`src/ossp_pkg.sv`:
```
package ossp_pkg;

	localparam int TAG_MAX_BYTES_DEF    = 127;
	localparam int VENDOR_MAX_BYTES_DEF = 1024;
	localparam int RQ_DEPTH             = 4;

	localparam logic [31:0] OGG_MAGIC   = 32'h5367674f;
	localparam logic [31:0] SPX_MAGIC_A = 32'h65657053;
	localparam logic [31:0] SPX_MAGIC_B = 32'h20202078;
	localparam logic [31:0] ENTRY_MAX   = 32'h0100_0000;
	localparam logic [23:0] PAGE_HDR_LEN = 24'd27;
	localparam logic [16:0] SPX_HDR_MIN  = 17'd80;

	localparam logic KIND_START = 1'b0;
	localparam logic KIND_DATA  = 1'b1;

	typedef enum logic [1:0] {
		RK_HEADER = 2'd0,
		RK_TAG_START = 2'd1,
		RK_TAG_BYTE = 2'd2,
		RK_VERDICT = 2'd3
	} rkind_t;

	typedef enum logic [2:0] {
		TAG_ARTIST = 3'd0,
		TAG_TITLE = 3'd1,
		TAG_ALBUM = 3'd2,
		TAG_GENRE = 3'd3,
		TAG_COMPOSER = 3'd4
	} tag_t;

	typedef enum logic [3:0] {
		PH_IDLE, PH_P1_HDR, PH_P1_LACE, PH_P1_BODY, PH_P2_HDR, PH_P2_LACE,
		PH_VEND_LEN, PH_VEND_SKIP, PH_COUNT, PH_ENTRY_LEN, PH_ENTRY_BODY, PH_DONE
	} phase_t;

	typedef struct packed {
		logic [1:0]         result_kind;
		logic [31:0]        sample_rate;
		logic [31:0]        coding_mode;
		logic [31:0]        channel_count;
		logic signed [31:0] nominal_bitrate;
		logic               variable_rate;
		logic [2:0]         tag_id;
		logic [7:0]         tag_byte;
		logic               is_speex;
		logic               last;
	} result_t;

	typedef struct packed {
		logic [1:0] n;
		result_t    r0;
		result_t    r1;
	} push_t;

	function automatic logic [3:0] tag_len(input logic [2:0] c);
		logic [3:0] l;
		unique case (c)
			TAG_ARTIST:   l = 4'd7;
			TAG_COMPOSER: l = 4'd9;
			default:      l = 4'd6;
		endcase
		return l;
	endfunction

	function automatic logic [7:0] tag_char(input logic [2:0] c, input logic [3:0] o);
		logic [71:0] t;
		logic [3:0]  k;
		unique case (c)
			TAG_ARTIST:   t = 72'("artist=");
			TAG_TITLE:    t = 72'("title=");
			TAG_ALBUM:    t = 72'("album=");
			TAG_GENRE:    t = 72'("genre=");
			TAG_COMPOSER: t = 72'("composer=");
			default:      t = '0;
		endcase
		k = tag_len(c) - 4'd1 - o;
		return (k < 4'd9) ? t[{k, 3'b000} +: 8] : 8'h00;
	endfunction

	function automatic logic [7:0] fold(input logic [7:0] b);
		return (b >= 8'h41 && b <= 8'h5a) ? b + 8'h20 : b;
	endfunction

endpackage

```
`src/ossp_ifs.sv`:
```
interface ossp_item_if;
	logic        valid;
	logic        ready;
	logic        kind;
	logic [23:0] buffer_length;
	logic [7:0]  data_byte;
	modport source(output valid, kind, buffer_length, data_byte, input ready);
	modport sink(input valid, kind, buffer_length, data_byte, output ready);
endinterface

interface ossp_result_if;
	logic               valid;
	logic               ready;
	logic [1:0]         result_kind;
	logic [31:0]        sample_rate;
	logic [31:0]        coding_mode;
	logic [31:0]        channel_count;
	logic signed [31:0] nominal_bitrate;
	logic               variable_rate;
	logic [2:0]         tag_id;
	logic [7:0]         tag_byte;
	logic               is_speex;
	logic               last;
	modport source(output valid, result_kind, sample_rate, coding_mode, channel_count,
		nominal_bitrate, variable_rate, tag_id, tag_byte, is_speex, last, input ready);
	modport sink(input valid, result_kind, sample_rate, coding_mode, channel_count,
		nominal_bitrate, variable_rate, tag_id, tag_byte, is_speex, last, output ready);
endinterface

```
`src/ossp_parser.sv`:
```
module ossp_parser #(
	parameter int TAG_MAX_BYTES    = ossp_pkg::TAG_MAX_BYTES_DEF,
	parameter int VENDOR_MAX_BYTES = ossp_pkg::VENDOR_MAX_BYTES_DEF
) (
	input  logic          clk,
	input  logic          arst_n,
	input  logic          acc,
	input  logic          kind,
	input  logic [23:0]   buffer_length,
	input  logic [7:0]    data_byte,
	output ossp_pkg::push_t push
);
	import ossp_pkg::*;

	phase_t      phase_q, n_phase;
	logic [23:0] buf_q, n_buf;
	logic [15:0] off_q, n_off;
	logic [7:0]  lace_q, n_lace;
	logic [16:0] pkt_q, n_pkt;
	logic [31:0] shift_q, n_shift;
	logic [31:0] rate_q, n_rate, mode_q, n_mode, chan_q, n_chan, brate_q, n_brate;
	logic [31:0] comm_q, n_comm;
	logic [24:0] entry_q, n_entry;
	logic [4:0]  flags_q, n_flags;
	logic [7:0]  vsent_q, n_vsent;
	logic        hdr_q, n_hdr;

	logic        dat_v, ver_v;
	result_t     dat, ver;
	logic [31:0] w;
	logic [7:0]  f;
	logic [4:0]  start_hit, value_hit;

	always_ff @(posedge clk or negedge arst_n) begin
		if (!arst_n) begin
			phase_q <= PH_IDLE;
			buf_q <= '0;
			off_q <= '0;
			lace_q <= '0;
			pkt_q <= '0;
			shift_q <= '0;
			rate_q <= '0;
			mode_q <= '0;
			chan_q <= '0;
			brate_q <= '0;
			comm_q <= '0;
			entry_q <= '0;
			flags_q <= 5'h1f;
			vsent_q <= '0;
			hdr_q <= 1'b0;
		end else begin
			phase_q <= n_phase;
			buf_q <= n_buf;
			off_q <= n_off;
			lace_q <= n_lace;
			pkt_q <= n_pkt;
			shift_q <= n_shift;
			rate_q <= n_rate;
			mode_q <= n_mode;
			chan_q <= n_chan;
			brate_q <= n_brate;
			comm_q <= n_comm;
			entry_q <= n_entry;
			flags_q <= n_flags;
			vsent_q <= n_vsent;
			hdr_q <= n_hdr;
		end
	end

	always_comb begin
		n_phase = phase_q;
		n_buf = buf_q;
		n_off = off_q;
		n_lace = lace_q;
		n_pkt = pkt_q;
		n_shift = shift_q;
		n_rate = rate_q;
		n_mode = mode_q;
		n_chan = chan_q;
		n_brate = brate_q;
		n_comm = comm_q;
		n_entry = entry_q;
		n_flags = flags_q;
		n_vsent = vsent_q;
		n_hdr = hdr_q;
		dat_v = 1'b0;
		ver_v = 1'b0;
		dat = '0;
		ver = '0;
		start_hit = '0;
		value_hit = '0;
		w = {data_byte, shift_q[31:8]};
		f = fold(data_byte);
		if (acc) begin
			if (kind == KIND_START) begin
				n_phase = PH_P1_HDR;
				n_buf = buffer_length;
				n_off = '0;
				n_lace = '0;
				n_pkt = '0;
				n_shift = '0;
				n_rate = '0;
				n_mode = '0;
				n_chan = '0;
				n_brate = '0;
				n_comm = '0;
				n_entry = '0;
				n_flags = 5'h1f;
				n_vsent = '0;
				n_hdr = 1'b0;
				if (buffer_length < PAGE_HDR_LEN)
					ver_v = 1'b1;
			end else if (phase_q != PH_IDLE && phase_q != PH_DONE && buf_q != '0) begin
				n_buf = buf_q - 24'd1;
				n_shift = w;
				unique case (phase_q)
					PH_P1_HDR, PH_P2_HDR: begin
						if (off_q == 16'd3 && w != OGG_MAGIC) begin
							ver_v = 1'b1;
						end else if (off_q == 16'd26) begin
							if (data_byte == 8'd0 || n_buf < {16'd0, data_byte}) begin
								ver_v = 1'b1;
							end else begin
								n_lace = data_byte;
								n_pkt = '0;
								n_phase = (phase_q == PH_P1_HDR) ? PH_P1_LACE : PH_P2_LACE;
							end
						end else begin
							n_off = off_q + 16'd1;
						end
					end
					PH_P1_LACE, PH_P2_LACE: begin
						n_pkt = pkt_q + {9'd0, data_byte};
						n_lace = lace_q - 8'd1;
						if (n_lace == 8'd0) begin
							if (phase_q == PH_P1_LACE) begin
								if (n_buf < {7'd0, n_pkt} || n_pkt < SPX_HDR_MIN) begin
									ver_v = 1'b1;
								end else begin
									n_phase = PH_P1_BODY;
									n_off = '0;
								end
							end else if (n_pkt < 17'd4 || n_buf < 24'd4) begin
								ver_v = 1'b1;
							end else begin
								n_phase = PH_VEND_LEN;
								n_off = '0;
							end
						end
					end
					PH_P1_BODY: begin
						if ((off_q == 16'd3 && w != SPX_MAGIC_A) ||
							(off_q == 16'd7 && w != SPX_MAGIC_B)) begin
							ver_v = 1'b1;
						end else begin
							if (off_q == 16'd39) n_rate = w;
							if (off_q == 16'd43) n_mode = w;
							if (off_q == 16'd51) n_chan = w;
							if (off_q == 16'd55) n_brate = w;
							if (off_q == 16'd63) begin
								n_hdr = 1'b1;
								dat_v = 1'b1;
								dat.result_kind = RK_HEADER;
								dat.sample_rate = rate_q;
								dat.coding_mode = mode_q;
								dat.channel_count = chan_q;
								dat.nominal_bitrate = $signed(brate_q);
								dat.variable_rate = (w != '0);
							end
							if (off_q != 16'hffff)
								n_off = off_q + 16'd1;
							n_pkt = pkt_q - 17'd1;
							if (n_pkt == '0) begin
								if (n_buf < PAGE_HDR_LEN) begin
									ver_v = 1'b1;
								end else begin
									n_phase = PH_P2_HDR;
									n_off = '0;
								end
							end
						end
					end
					PH_VEND_LEN, PH_COUNT, PH_ENTRY_LEN: begin
						n_pkt = pkt_q - 17'd1;
						n_off = off_q + 16'd1;
						if (n_off >= 16'd4) begin
							if (phase_q == PH_VEND_LEN) begin
								if (w > 32'(VENDOR_MAX_BYTES) || {15'd0, n_pkt} < w ||
									{8'd0, n_buf} < w) begin
									ver_v = 1'b1;
								end else if (w == '0) begin
									if (n_pkt < 17'd4 || n_buf < 24'd4) begin
										ver_v = 1'b1;
									end else begin
										n_phase = PH_COUNT;
										n_off = '0;
									end
								end else begin
									n_entry = w[24:0];
									n_phase = PH_VEND_SKIP;
								end
							end else if (phase_q == PH_COUNT) begin
								n_comm = w;
								if (w == '0 || n_pkt < 17'd4 || n_buf < 24'd4) begin
									ver_v = 1'b1;
								end else begin
									n_phase = PH_ENTRY_LEN;
									n_off = '0;
								end
							end else begin
								if (w > ENTRY_MAX || {15'd0, n_pkt} < w || {8'd0, n_buf} < w) begin
									ver_v = 1'b1;
								end else if (w == '0) begin
									n_comm = comm_q - 32'd1;
									if (n_comm == '0 || n_pkt < 17'd4 || n_buf < 24'd4) begin
										ver_v = 1'b1;
									end else begin
										n_phase = PH_ENTRY_LEN;
										n_off = '0;
									end
								end else begin
									n_entry = w[24:0];
									n_flags = 5'h1f;
									n_vsent = '0;
									n_off = '0;
									n_phase = PH_ENTRY_BODY;
								end
							end
						end
					end
					PH_VEND_SKIP: begin
						n_pkt = pkt_q - 17'd1;
						n_entry = entry_q - 25'd1;
						if (n_entry == '0) begin
							if (n_pkt < 17'd4 || n_buf < 24'd4) begin
								ver_v = 1'b1;
							end else begin
								n_phase = PH_COUNT;
								n_off = '0;
							end
						end
					end
					PH_ENTRY_BODY: begin
						for (int c = 0; c < 5; c++) begin
							if (flags_q[c]) begin
								if (off_q < {12'd0, tag_len(3'(c))}) begin
									if (f != tag_char(3'(c), off_q[3:0]))
										n_flags[c] = 1'b0;
									else if (off_q + 16'd1 == {12'd0, tag_len(3'(c))})
										start_hit[c] = 1'b1;
								end else if (vsent_q < 8'(TAG_MAX_BYTES)) begin
									value_hit[c] = 1'b1;
								end
							end
						end
						for (int c = 4; c >= 0; c--) begin
							if (start_hit[c] || value_hit[c]) begin
								dat_v = 1'b1;
								dat.result_kind = start_hit[c] ? RK_TAG_START : RK_TAG_BYTE;
								dat.tag_id = 3'(c);
								dat.tag_byte = start_hit[c] ? 8'd0 : data_byte;
							end
						end
						if (value_hit != '0)
							n_vsent = vsent_q + 8'd1;
						if (off_q != 16'hffff)
							n_off = off_q + 16'd1;
						n_entry = entry_q - 25'd1;
						n_pkt = pkt_q - 17'd1;
						if (n_entry == '0) begin
							n_comm = comm_q - 32'd1;
							if (n_comm == '0 || n_pkt < 17'd4 || n_buf < 24'd4) begin
								ver_v = 1'b1;
							end else begin
								n_phase = PH_ENTRY_LEN;
								n_off = '0;
							end
						end
					end
					default: n_phase = PH_DONE;
				endcase
			end
		end
		if (ver_v) begin
			n_phase = PH_DONE;
			ver.result_kind = RK_VERDICT;
			ver.is_speex = (kind == KIND_START) ? 1'b0 : hdr_q;
			ver.last = 1'b1;
		end
		dat.last = !ver_v;
		push.n = {1'b0, dat_v} + {1'b0, ver_v};
		push.r0 = dat_v ? dat : ver;
		push.r1 = ver;
	end

endmodule

```
`src/ossp_rqueue.sv`:
```
module ossp_rqueue (
	input  logic              clk,
	input  logic              arst_n,
	input  ossp_pkg::push_t   push,
	input  logic              pop,
	output logic              room,
	output logic              head_valid,
	output ossp_pkg::result_t head
);
	import ossp_pkg::*;

	localparam int AW = $clog2(RQ_DEPTH);

	result_t     mem_q [RQ_DEPTH];
	logic [AW-1:0] wp_q, rp_q;
	logic [AW:0]   cnt_q;

	always_ff @(posedge clk) begin
		if (push.n != 2'd0)
			mem_q[wp_q] <= push.r0;
		if (push.n == 2'd2)
			mem_q[wp_q + AW'(1)] <= push.r1;
	end

	always_ff @(posedge clk or negedge arst_n) begin
		if (!arst_n) begin
			wp_q <= '0;
			rp_q <= '0;
			cnt_q <= '0;
		end else begin
			wp_q <= wp_q + AW'(push.n);
			if (pop)
				rp_q <= rp_q + AW'(1);
			cnt_q <= cnt_q + (AW+1)'(push.n) - (AW+1)'(pop);
		end
	end

	assign room = cnt_q <= (AW+1)'(RQ_DEPTH - 2);
	assign head_valid = cnt_q != '0;
	assign head = mem_q[rp_q];

endmodule

```
`src/ogg_speex_header_tag_parser_top.sv`:
```
// Ogg Speex head and comment tag parser. A start item (kind 0) opens a buffer with its
// captured length; data items (kind 1) then bring its bytes. One item is accepted per
// clock: every byte is parsed in the cycle it is taken, against the parse state
// registers, and its zero, one or two results go into a four-entry result queue that
// drains one result per clock while the sink is ready. The first result can leave the
// cycle after the item is taken. Items stall only while the queue has fewer than two
// free entries, so one item per cycle holds if items average at most one result each.
// Each buffer ends with one verdict; header info and tag results come before it.
module ogg_speex_header_tag_parser_top #(
	parameter int TAG_MAX_BYTES    = ossp_pkg::TAG_MAX_BYTES_DEF,
	parameter int VENDOR_MAX_BYTES = ossp_pkg::VENDOR_MAX_BYTES_DEF
) (
	input logic         clk,
	input logic         arst_n,
	ossp_item_if.sink   items,
	ossp_result_if.source results
);
	import ossp_pkg::*;

	push_t   push;
	result_t head;
	logic    room;
	logic    head_valid;

	assign items.ready = room;

	ossp_parser #(
		.TAG_MAX_BYTES(TAG_MAX_BYTES),
		.VENDOR_MAX_BYTES(VENDOR_MAX_BYTES)
	) u_parser (
		.clk(clk),
		.arst_n(arst_n),
		.acc(items.valid && room),
		.kind(items.kind),
		.buffer_length(items.buffer_length),
		.data_byte(items.data_byte),
		.push(push)
	);

	ossp_rqueue u_rqueue (
		.clk(clk),
		.arst_n(arst_n),
		.push(push),
		.pop(head_valid && results.ready),
		.room(room),
		.head_valid(head_valid),
		.head(head)
	);

	assign results.valid = head_valid;
	assign results.result_kind = head.result_kind;
	assign results.sample_rate = head.sample_rate;
	assign results.coding_mode = head.coding_mode;
	assign results.channel_count = head.channel_count;
	assign results.nominal_bitrate = head.nominal_bitrate;
	assign results.variable_rate = head.variable_rate;
	assign results.tag_id = head.tag_id;
	assign results.tag_byte = head.tag_byte;
	assign results.is_speex = head.is_speex;
	assign results.last = head.last;

endmodule

```
`src/flat_wrapper.sv`:
```
// flat-port wrapper written by rule: the top's interface ports become plain ports
module ogg_speex_header_tag_parser_top_flat import ossp_pkg::*;
#(
	parameter int TAG_MAX_BYTES    = ossp_pkg::TAG_MAX_BYTES_DEF,
	parameter int VENDOR_MAX_BYTES = ossp_pkg::VENDOR_MAX_BYTES_DEF
)
  (clk, arst_n, items_valid, items_kind, items_buffer_length, items_data_byte, items_ready, results_valid, results_result_kind, results_sample_rate, results_coding_mode, results_channel_count, results_nominal_bitrate, results_variable_rate, results_tag_id, results_tag_byte, results_is_speex, results_last, results_ready);
  ossp_item_if items_i ();
  ossp_result_if results_i ();
  input logic clk;
  input logic arst_n;
  input wire logic [$bits(items_i.valid)-1:0] items_valid;
  input wire logic [$bits(items_i.kind)-1:0] items_kind;
  input wire logic [$bits(items_i.buffer_length)-1:0] items_buffer_length;
  input wire logic [$bits(items_i.data_byte)-1:0] items_data_byte;
  output wire logic [$bits(items_i.ready)-1:0] items_ready;
  output wire logic [$bits(results_i.valid)-1:0] results_valid;
  output wire logic [$bits(results_i.result_kind)-1:0] results_result_kind;
  output wire logic [$bits(results_i.sample_rate)-1:0] results_sample_rate;
  output wire logic [$bits(results_i.coding_mode)-1:0] results_coding_mode;
  output wire logic [$bits(results_i.channel_count)-1:0] results_channel_count;
  output wire logic [$bits(results_i.nominal_bitrate)-1:0] results_nominal_bitrate;
  output wire logic [$bits(results_i.variable_rate)-1:0] results_variable_rate;
  output wire logic [$bits(results_i.tag_id)-1:0] results_tag_id;
  output wire logic [$bits(results_i.tag_byte)-1:0] results_tag_byte;
  output wire logic [$bits(results_i.is_speex)-1:0] results_is_speex;
  output wire logic [$bits(results_i.last)-1:0] results_last;
  input wire logic [$bits(results_i.ready)-1:0] results_ready;
  assign items_i.valid = items_valid;
  assign items_i.kind = items_kind;
  assign items_i.buffer_length = items_buffer_length;
  assign items_i.data_byte = items_data_byte;
  assign items_ready = items_i.ready;
  assign results_valid = results_i.valid;
  assign results_result_kind = results_i.result_kind;
  assign results_sample_rate = results_i.sample_rate;
  assign results_coding_mode = results_i.coding_mode;
  assign results_channel_count = results_i.channel_count;
  assign results_nominal_bitrate = results_i.nominal_bitrate;
  assign results_variable_rate = results_i.variable_rate;
  assign results_tag_id = results_i.tag_id;
  assign results_tag_byte = results_i.tag_byte;
  assign results_is_speex = results_i.is_speex;
  assign results_last = results_i.last;
  assign results_i.ready = results_ready;
  ogg_speex_header_tag_parser_top #(.TAG_MAX_BYTES(TAG_MAX_BYTES), .VENDOR_MAX_BYTES(VENDOR_MAX_BYTES)) u_core (.clk(clk), .arst_n(arst_n), .items(items_i), .results(results_i));
endmodule
```
`config.mk`:
```
export PLATFORM = sky130hd
export DESIGN_NAME = ogg_speex_header_tag_parser_top_flat
export DESIGN_NICKNAME = d
export VERILOG_FILES = /design/src/ossp_pkg.sv /design/src/ossp_ifs.sv /design/src/ossp_parser.sv /design/src/ossp_rqueue.sv /design/src/ogg_speex_header_tag_parser_top.sv /design/src/flat_wrapper.sv
export SDC_FILE = /design/constraint.sdc
export NUM_CORES = 2
export LEC_CHECK = 0
export BUFFER_PORTS_ARGS = -buffer_cell sky130_fd_sc_hd__buf_2
export CORE_MARGIN = 3
export CORE_UTILIZATION = 45
export DETAILED_ROUTE_END_ITERATION = 12
export PLACE_DENSITY = 0.59
export SLEW_MARGIN = 20
export SYNTH_ARGS = -nofsm -noshare
export SYNTH_HDL_FRONTEND = slang
export SYNTH_HIERARCHICAL = 1
export SYNTH_SLANG_ARGS = --single-unit
export TNS_END_PERCENT = 1
```
`constraint.sdc`:
```
create_clock -name clk -period 50.1 [get_ports clk]
set_clock_uncertainty 0.05 [all_clocks]
set_input_delay 2.505 -clock clk [delete_from_list [all_inputs] [get_ports clk]]
set_output_delay 2.505 -clock clk [all_outputs]
set_load 0.05 [all_outputs]
```
# Yosys cells after proc, flatten, opt, wreduce, memory -nomap -nowiden
# Memories as Yosys holds them, arrays and structs flattened.
# Cells that the tools add are included.
word_totals:
  ff_bits: 307
  mem_bits_rw: 576
  in_bits: 37
  wordCells: 638
  mem_count: 1
op_classes:
  n_addsub: 25
  order_cmp: 27
  eq_ne: 85
  shift: 5
  muxes: 418
  n_reduce_logical: 59
memory_table:
  columns: ["memory", "words", "word_bits", "rd", "rd_ports_with_merged_regs", "wr", "line_no", "text"]
  rows:
  - ["u_core.u_rqueue.mem_q", 4, 144, 1, 0, 2, "ossp_rqueue.sv:14", "result_t mem_q [RQ_DEPTH];"]
op_table:
  columns: ["op", "n"]
  rows:
  - ["72-bit two-way mux", 30]
  - ["32-bit two-way mux", 30]
  - ["4-bit two-way mux", 116]
  - ["142-bit two-way mux", 3]
  - ["16-bit two-way mux", 26]
  - ["129-bit two-way mux", 3]
  - ["72-bit by 8-bit indexed part select with 8-bit output", 5]
  - ["25-bit two-way mux", 8]
  - ["8-bit two-way mux", 24]
  - ["144-bit two-way mux", 1]
  - ["1-bit two-way mux", 132]
  - ["17-bit two-way mux", 6]
  - ["16-bit one-hot mux with 6 select lines", 1]
  - ["16-bit by 4-bit == test with 1-bit output", 5]
  - ["16-bit by 6-bit == test with 1-bit output (second input constant)", 5]
  - ["16-bit by 4-bit less-than comparator with 1-bit output", 5]
  - ["4-bit != test (second input constant)", 18]
  - ["17-bit one-hot mux with 4 select lines", 1]
  - ["11-bit two-way mux", 6]
  - ["32-bit logical NOT", 2]
  - ["32-bit by 31-bit != test with 1-bit output (second input constant)", 2]
  - ["32-bit one-hot mux with 2 select lines", 1]
  - ["25-bit one-hot mux with 2 select lines", 1]
  - ["24-bit by 5-bit less-than comparator with 1-bit output (second input constant)", 2]
  - ["other kinds (84)", 186]

# Longest topological paths before layout
depth:
  word_depth: 48
  mapped_depth: 26
  depth_no_buf: 25

# Hierarchy
# Netlist, hierarchy kept.
modules_own_cells:
  columns: ["module", "instances", "cells_per_inst", "area_per_inst_um2", "seq_area_each_um2"]
  rows:
  - ["ossp_rqueue", 1, 1432, 28828.9, 17471.8]
  - ["ossp_parser", 1, 2910, 22456.5, 7313.3]
  - ["ogg_speex_header_tag_parser_top", 1, 2, 12.5, 0.0]

# Worst setup path after synthesis
# Ideal clock, no wire load.
synth_timing:
  path_type: "input-to-reg"
  from: "in items_data_byte[0]"
  to: "mem u_core/u_rqueue/mem_q[0][0] in the netlist's numbering (enable)"
  arrival_ns: 16.692
  t_required_ns: 49.193
  setup_slack_ns: 32.500
  stages: 21
  n_path_buf: 1
  path_cell_list: "ha_1 > fa_1 > a211oi_1 > o21ai_0 > xor2_1 > inv_1 > ha_1 > nand2_1 > a2111oi_0 > a2111oi_0 > o21ai_0 > a311oi_1 > a21oi_1 > nor3_1 > a221oi_1 > a31o_2 > inv_1 > ha_1 > buf_4 > nor2_1 > o31ai_1"
synth_rtl:
  columns: ["item", "line_no", "text"]
  rows:
  - ["start: declaration", "flat_wrapper.sv:15", "input wire logic [$bits(items_i.data_byte)-1:0] items_data_byte;"]
  - ["end: declaration", "ossp_rqueue.sv:14", null]

==> flow_metrics.py <==
metrics = {
    "global_route": {
        "grt_max_degree": 141,
        "grt_usage_pct": 24.5,
        "grt-ovfl-total": 0,
        "antenna_found_initial": 14,
        "grt_pass1_wl_um": 220000,
        "grt_pass1_vias": 34400,
    },
    "die": {
        "ioPinCount": 183,
        "die-area_sq_mm": 0.118,
        "fp.coreArea_sq_mm": 0.113,
        "start_util_pct": 45.5,
        "fp.dieH_um": 344,
        "die_w_um": 344,
        "rows": 123,
    },
    "clock_network": {
        "cts_tree": "done",
        "clock_latency_ps": 680,
        "cts_max_path_buffers": 3,
        "clk_pin_slew_ps": 60,
        "htreeDepth": 3,
        "cts_resized": 0,
        "post_cts_buffers": 0,
        "clock_sinks": 875,
        "cts_root_buffer": "clkbuf_16",
        "cts-hold-fix-buffers": 0,
        "numCtsBuffers": 98,
    },
    "placement": {
        "place_hpwl_um": 93400,
        "io_buffers": 182,
        "gp_congestion": 0.927,
    },
    "yosys": {
        "ys_ff_latch": 875,
        "syn_area_per_cell_sq_um": 11.8,
        "synth_cells": 4344,
        "ys_types": 111,
        "syn_area_sq_mm": 0.0513,
        "ys_seq_area_share_pct": 48.3,
        "async_flop_share_pct": 34.2,
        "synth_enable_flop_cells": 576,
        "yosys_warnings": 6,
        "synth_flop_cell": "edfxtp_1",
    },
    "critical_path": {
        "critPathLaunchType": "primary input",
        "critical-path-top-delay-family": "compound AO/OA/AOI/OAI gates",
        "path_cells": "buf_2, ha_1, fa_1, a211oi_1, o21ai_0, xor2_1, inv_1, ha_1, nand2_1, a2111oi_0, a2111oi_0, o21ai_0, a311oi_1, a21oi_1, nor3_1, a221oi_1, a31o_2, inv_1, ha_1, and4bb_4, o21bai_4, buf_4, buf_4",
        "r2r-end": "u_core/u_rqueue/mem_q[2][11]",
        "worst_setup_path_end_kind": "flop",
        "r2r_setup_slack_ps": 40460,
        "cp_common_cell": "ha_1",
        "rr_worst_depth": 23,
        "critPathSlowestCell": "and4bb_4",
        "arrival_ps": 10570,
        "crit_fanout": 48,
        "critPathKind": "in -> reg",
        "crit-reg2reg-launch": "u_core/u_parser/buf_q[0]",
        "startpoint": "items_data_byte[0]",
        "max_stage_delay_ps": 1010,
        "worst_ep_required_time_ps": 50340,
        "crit_buf_inv": 5,
    },
    "outcome": {
        "status": "finished clean",
    },
    "detailed_routing": {
        "vias": 34900,
        "first_pass_iters": 5,
        "vias_per_cell": 5.84,
        "drt-wirelength-per-cell_um": 24.4,
        "route.detailed.drc": 0,
        "routed_wl_um": 146000,
        "drt_iter0_markers": 2715,
        "antenna_left": 0,
    },
    "worst_hold_path": {
        "min_from": "u_core/u_parser/mode_q[14]",
        "min_to": "u_core/u_parser/mode_q[14]",
        "hp-class": "reg -> reg",
        "hold_depth": 2,
    },
    "power_and_ir_drop": {
        "ir_worst_vdd_mv": 0.0347,
        "p_leak_nw": 21.8,
        "p_per_area_mw_per_mm2": 58.7,
    },
    "timing": {
        "slew_headroom_pct": 22.6,
        "worstMarginPinSlew_ps": 1160,
        "finalCritPeriodShare_pct": 20.6,
        "final_max_slew_viol_count": 0,
        "max_freq_mhz": 96.7,
        "period_needed_ps": 10340,
        "rsz0062_at_grt": "false",
        "setup_violations": 0,
        "setup_tns_ps": 0,
        "final-hold-violation-count": 0,
    },
    "finish": {
        "post-route-util_pct": 49.6,
        "fin_nets": 4527,
        "syn2layout_area_growth_pct": 9.15,
        "fillerInstances": 9991,
        "drive_gt1_share_pct": 26.3,
    },
    "run": {
        "drv_cap": 0,
    },
}
routing by layer:
metal | global-route usage [%] | share of wire, % | up-vias
li1 | - | - | 16000
met1 | 33.7 | 43 | 17500
met2 | 40.5 | 48 | 1089
met3 | 2.87 | 5.7 | 251
met4 | 8.44 | 3.4 | 0
met5 | 0 | 0 | -
stage by stage:
stage | hold WS, ps | power (mW) | std cells | cell area [sq um] | worst slack, ps
2_1_floorplan | 392 | 2.13 | 4483 | 51800 | 32500
5_1_grt | 441 | 3.47 | 5978 | 56000 | 39290
6_report | 419 | 3.29 | 5979 | 56000 | 39760
4_1_cts | 425 | 3.30 | 5975 | 56000 | 39990
3_5_place_dp | 412 | 2.55 | 5789 | 52600 | 39290
3_3_place_gp | 402 | 2.54 | 5789 | 52600 | 39350
logic make-up (layout without fill, tap and decap cells):
logic type / Yosys count / after routing / synth area share (%)
simple gates: 1228 / 1228 / 12.1
xor+xnor: 101 / 101 / 1.72
compound gates: 767 / 767 / 9.02
fa+ha+maj: 101 / 101 / 2.49
other cells: 1 / 144 / 0.00731
buf+inv: 529 / 521 / 5.71
flops: 875 / 875 / 48.3
mux: 742 / 742 / 20.6
layout by cell type (no fill, tap or decap), types with 22 or more instances in the layout:
cell type  synthesis  layout
edfxtp_1         576     576
mux2_2           392     392
nand2_1          391     391
o21ai_0          372     372
dfrtp_1          294     292
nor2_1           231     229
buf_2             64     180
mux2_4           169     169
and2_1           145     145
mux4_2           144     144
a21oi_1          142     142
conb_1             1     140
clkbuf_16          0     101
inv_1             99      99
ha_1              99      99
nor3_1            86      85
nand3_1           77      77
xnor2_1           76      76
nor4_1            60      59
buf_4            157      49
nand4_1           45      45
or3_1             32      32
clkbuf_1         164      28
a31oi_1           28      28
xor2_1            25      25
nand2b_1          26      24
o22ai_1           22      22
o31ai_1           23      22
where the power goes:
group | leakage [nW] | switching [mW] | total (mW) | internal (mW)
logic | 10.7 | 1.04 | 1.53 | 0.496
registers | 9.45 | 0.141 | 1.01 | 0.864
clock network | 1.64 | 0.302 | 0.747 | 0.445
total | 21.8 | 1.48 | 3.29 | 1.80
state kept, by name, indices dropped and copies added (netlist names):
name	flops
u_core/u_parser/lace_q	8
u_core/u_parser/hdr_q	1
u_core/u_parser/flags_q	5
u_core/u_rqueue/rp_q	2
u_core/u_parser/buf_q	24
u_core/u_parser/vsent_q	8
u_core/u_parser/brate_q	32
u_core/u_parser/chan_q	32
u_core/u_rqueue/cnt_q	3
u_core/u_parser/off_q	16
u_core/u_parser/shift_q	24
u_core/u_rqueue/wp_q	2
u_core/u_parser/rate_q	32
u_core/u_parser/mode_q	32
u_core/u_parser/comm_q	32
u_core/u_parser/pkt_q	17
u_core/u_parser/phase_q	4
u_core/u_parser/entry_q	25
u_core/u_rqueue/mem_q	576
worst max path at each step:
stage                                    to  cells after the start
2_1_floorplan   u_core/u_rqueue/mem_q[0][0]                     21
3_3_place_gp   u_core/u_rqueue/mem_q[2][10]                     23
3_5_place_dp   u_core/u_rqueue/mem_q[2][11]                     23
4_1_cts        u_core/u_rqueue/mem_q[2][46]                     23
5_1_grt        u_core/u_rqueue/mem_q[2][47]                     23
6_report       u_core/u_rqueue/mem_q[2][11]                     23
worst register-to-register path, delay by kind of cell (launching register included):
kind,cells,cell delay [ps]
flip-flops,1,520
buffers and inverters,5,1820
AND/OR/NAND/NOR,7,3110
adder cells (fa/ha/maj),3,1310
XOR/XNOR,1,270
AO/OA/AOI/OAI,7,2130
cells in the mapped netlist, types with 86 or more instances:
cell / count / area, sq um
edfxtp_1: 576 / 17300
o21ai_0: 372 / 1860
dfrtp_1: 294 / 7360
mux2_4: 169 / 2540
and2_1: 145 / 907
inv_1: 99 / 372
a21oi_1: 142 / 711
mux4_2: 144 / 3240
buf_4: 157 / 1180
nor2_1: 231 / 867
nand2_1: 391 / 1470
nor3_1: 86 / 430
ha_1: 99 / 1240
clkbuf_1: 164 / 616
mux2_2: 392 / 4410
final cells by class:
cell class / instances / area (sq um) / area share (%)
Multi-Input combinational cell: 3079 / 24200 / 43.2
Clock inverter: 43 / 532 / 0.950
Timing Repair Buffer: 234 / 1360 / 2.44
Inverter: 101 / 379 / 0.677
Tap cell: 1500 / 1880 / 3.35
Antenna cell: 4 / 10.0 / 0.0179
Sequential cell: 875 / 24800 / 44.3
Clock buffer: 143 / 2830 / 5.05
Note: power is estimated with default switching activity, not from simulation.
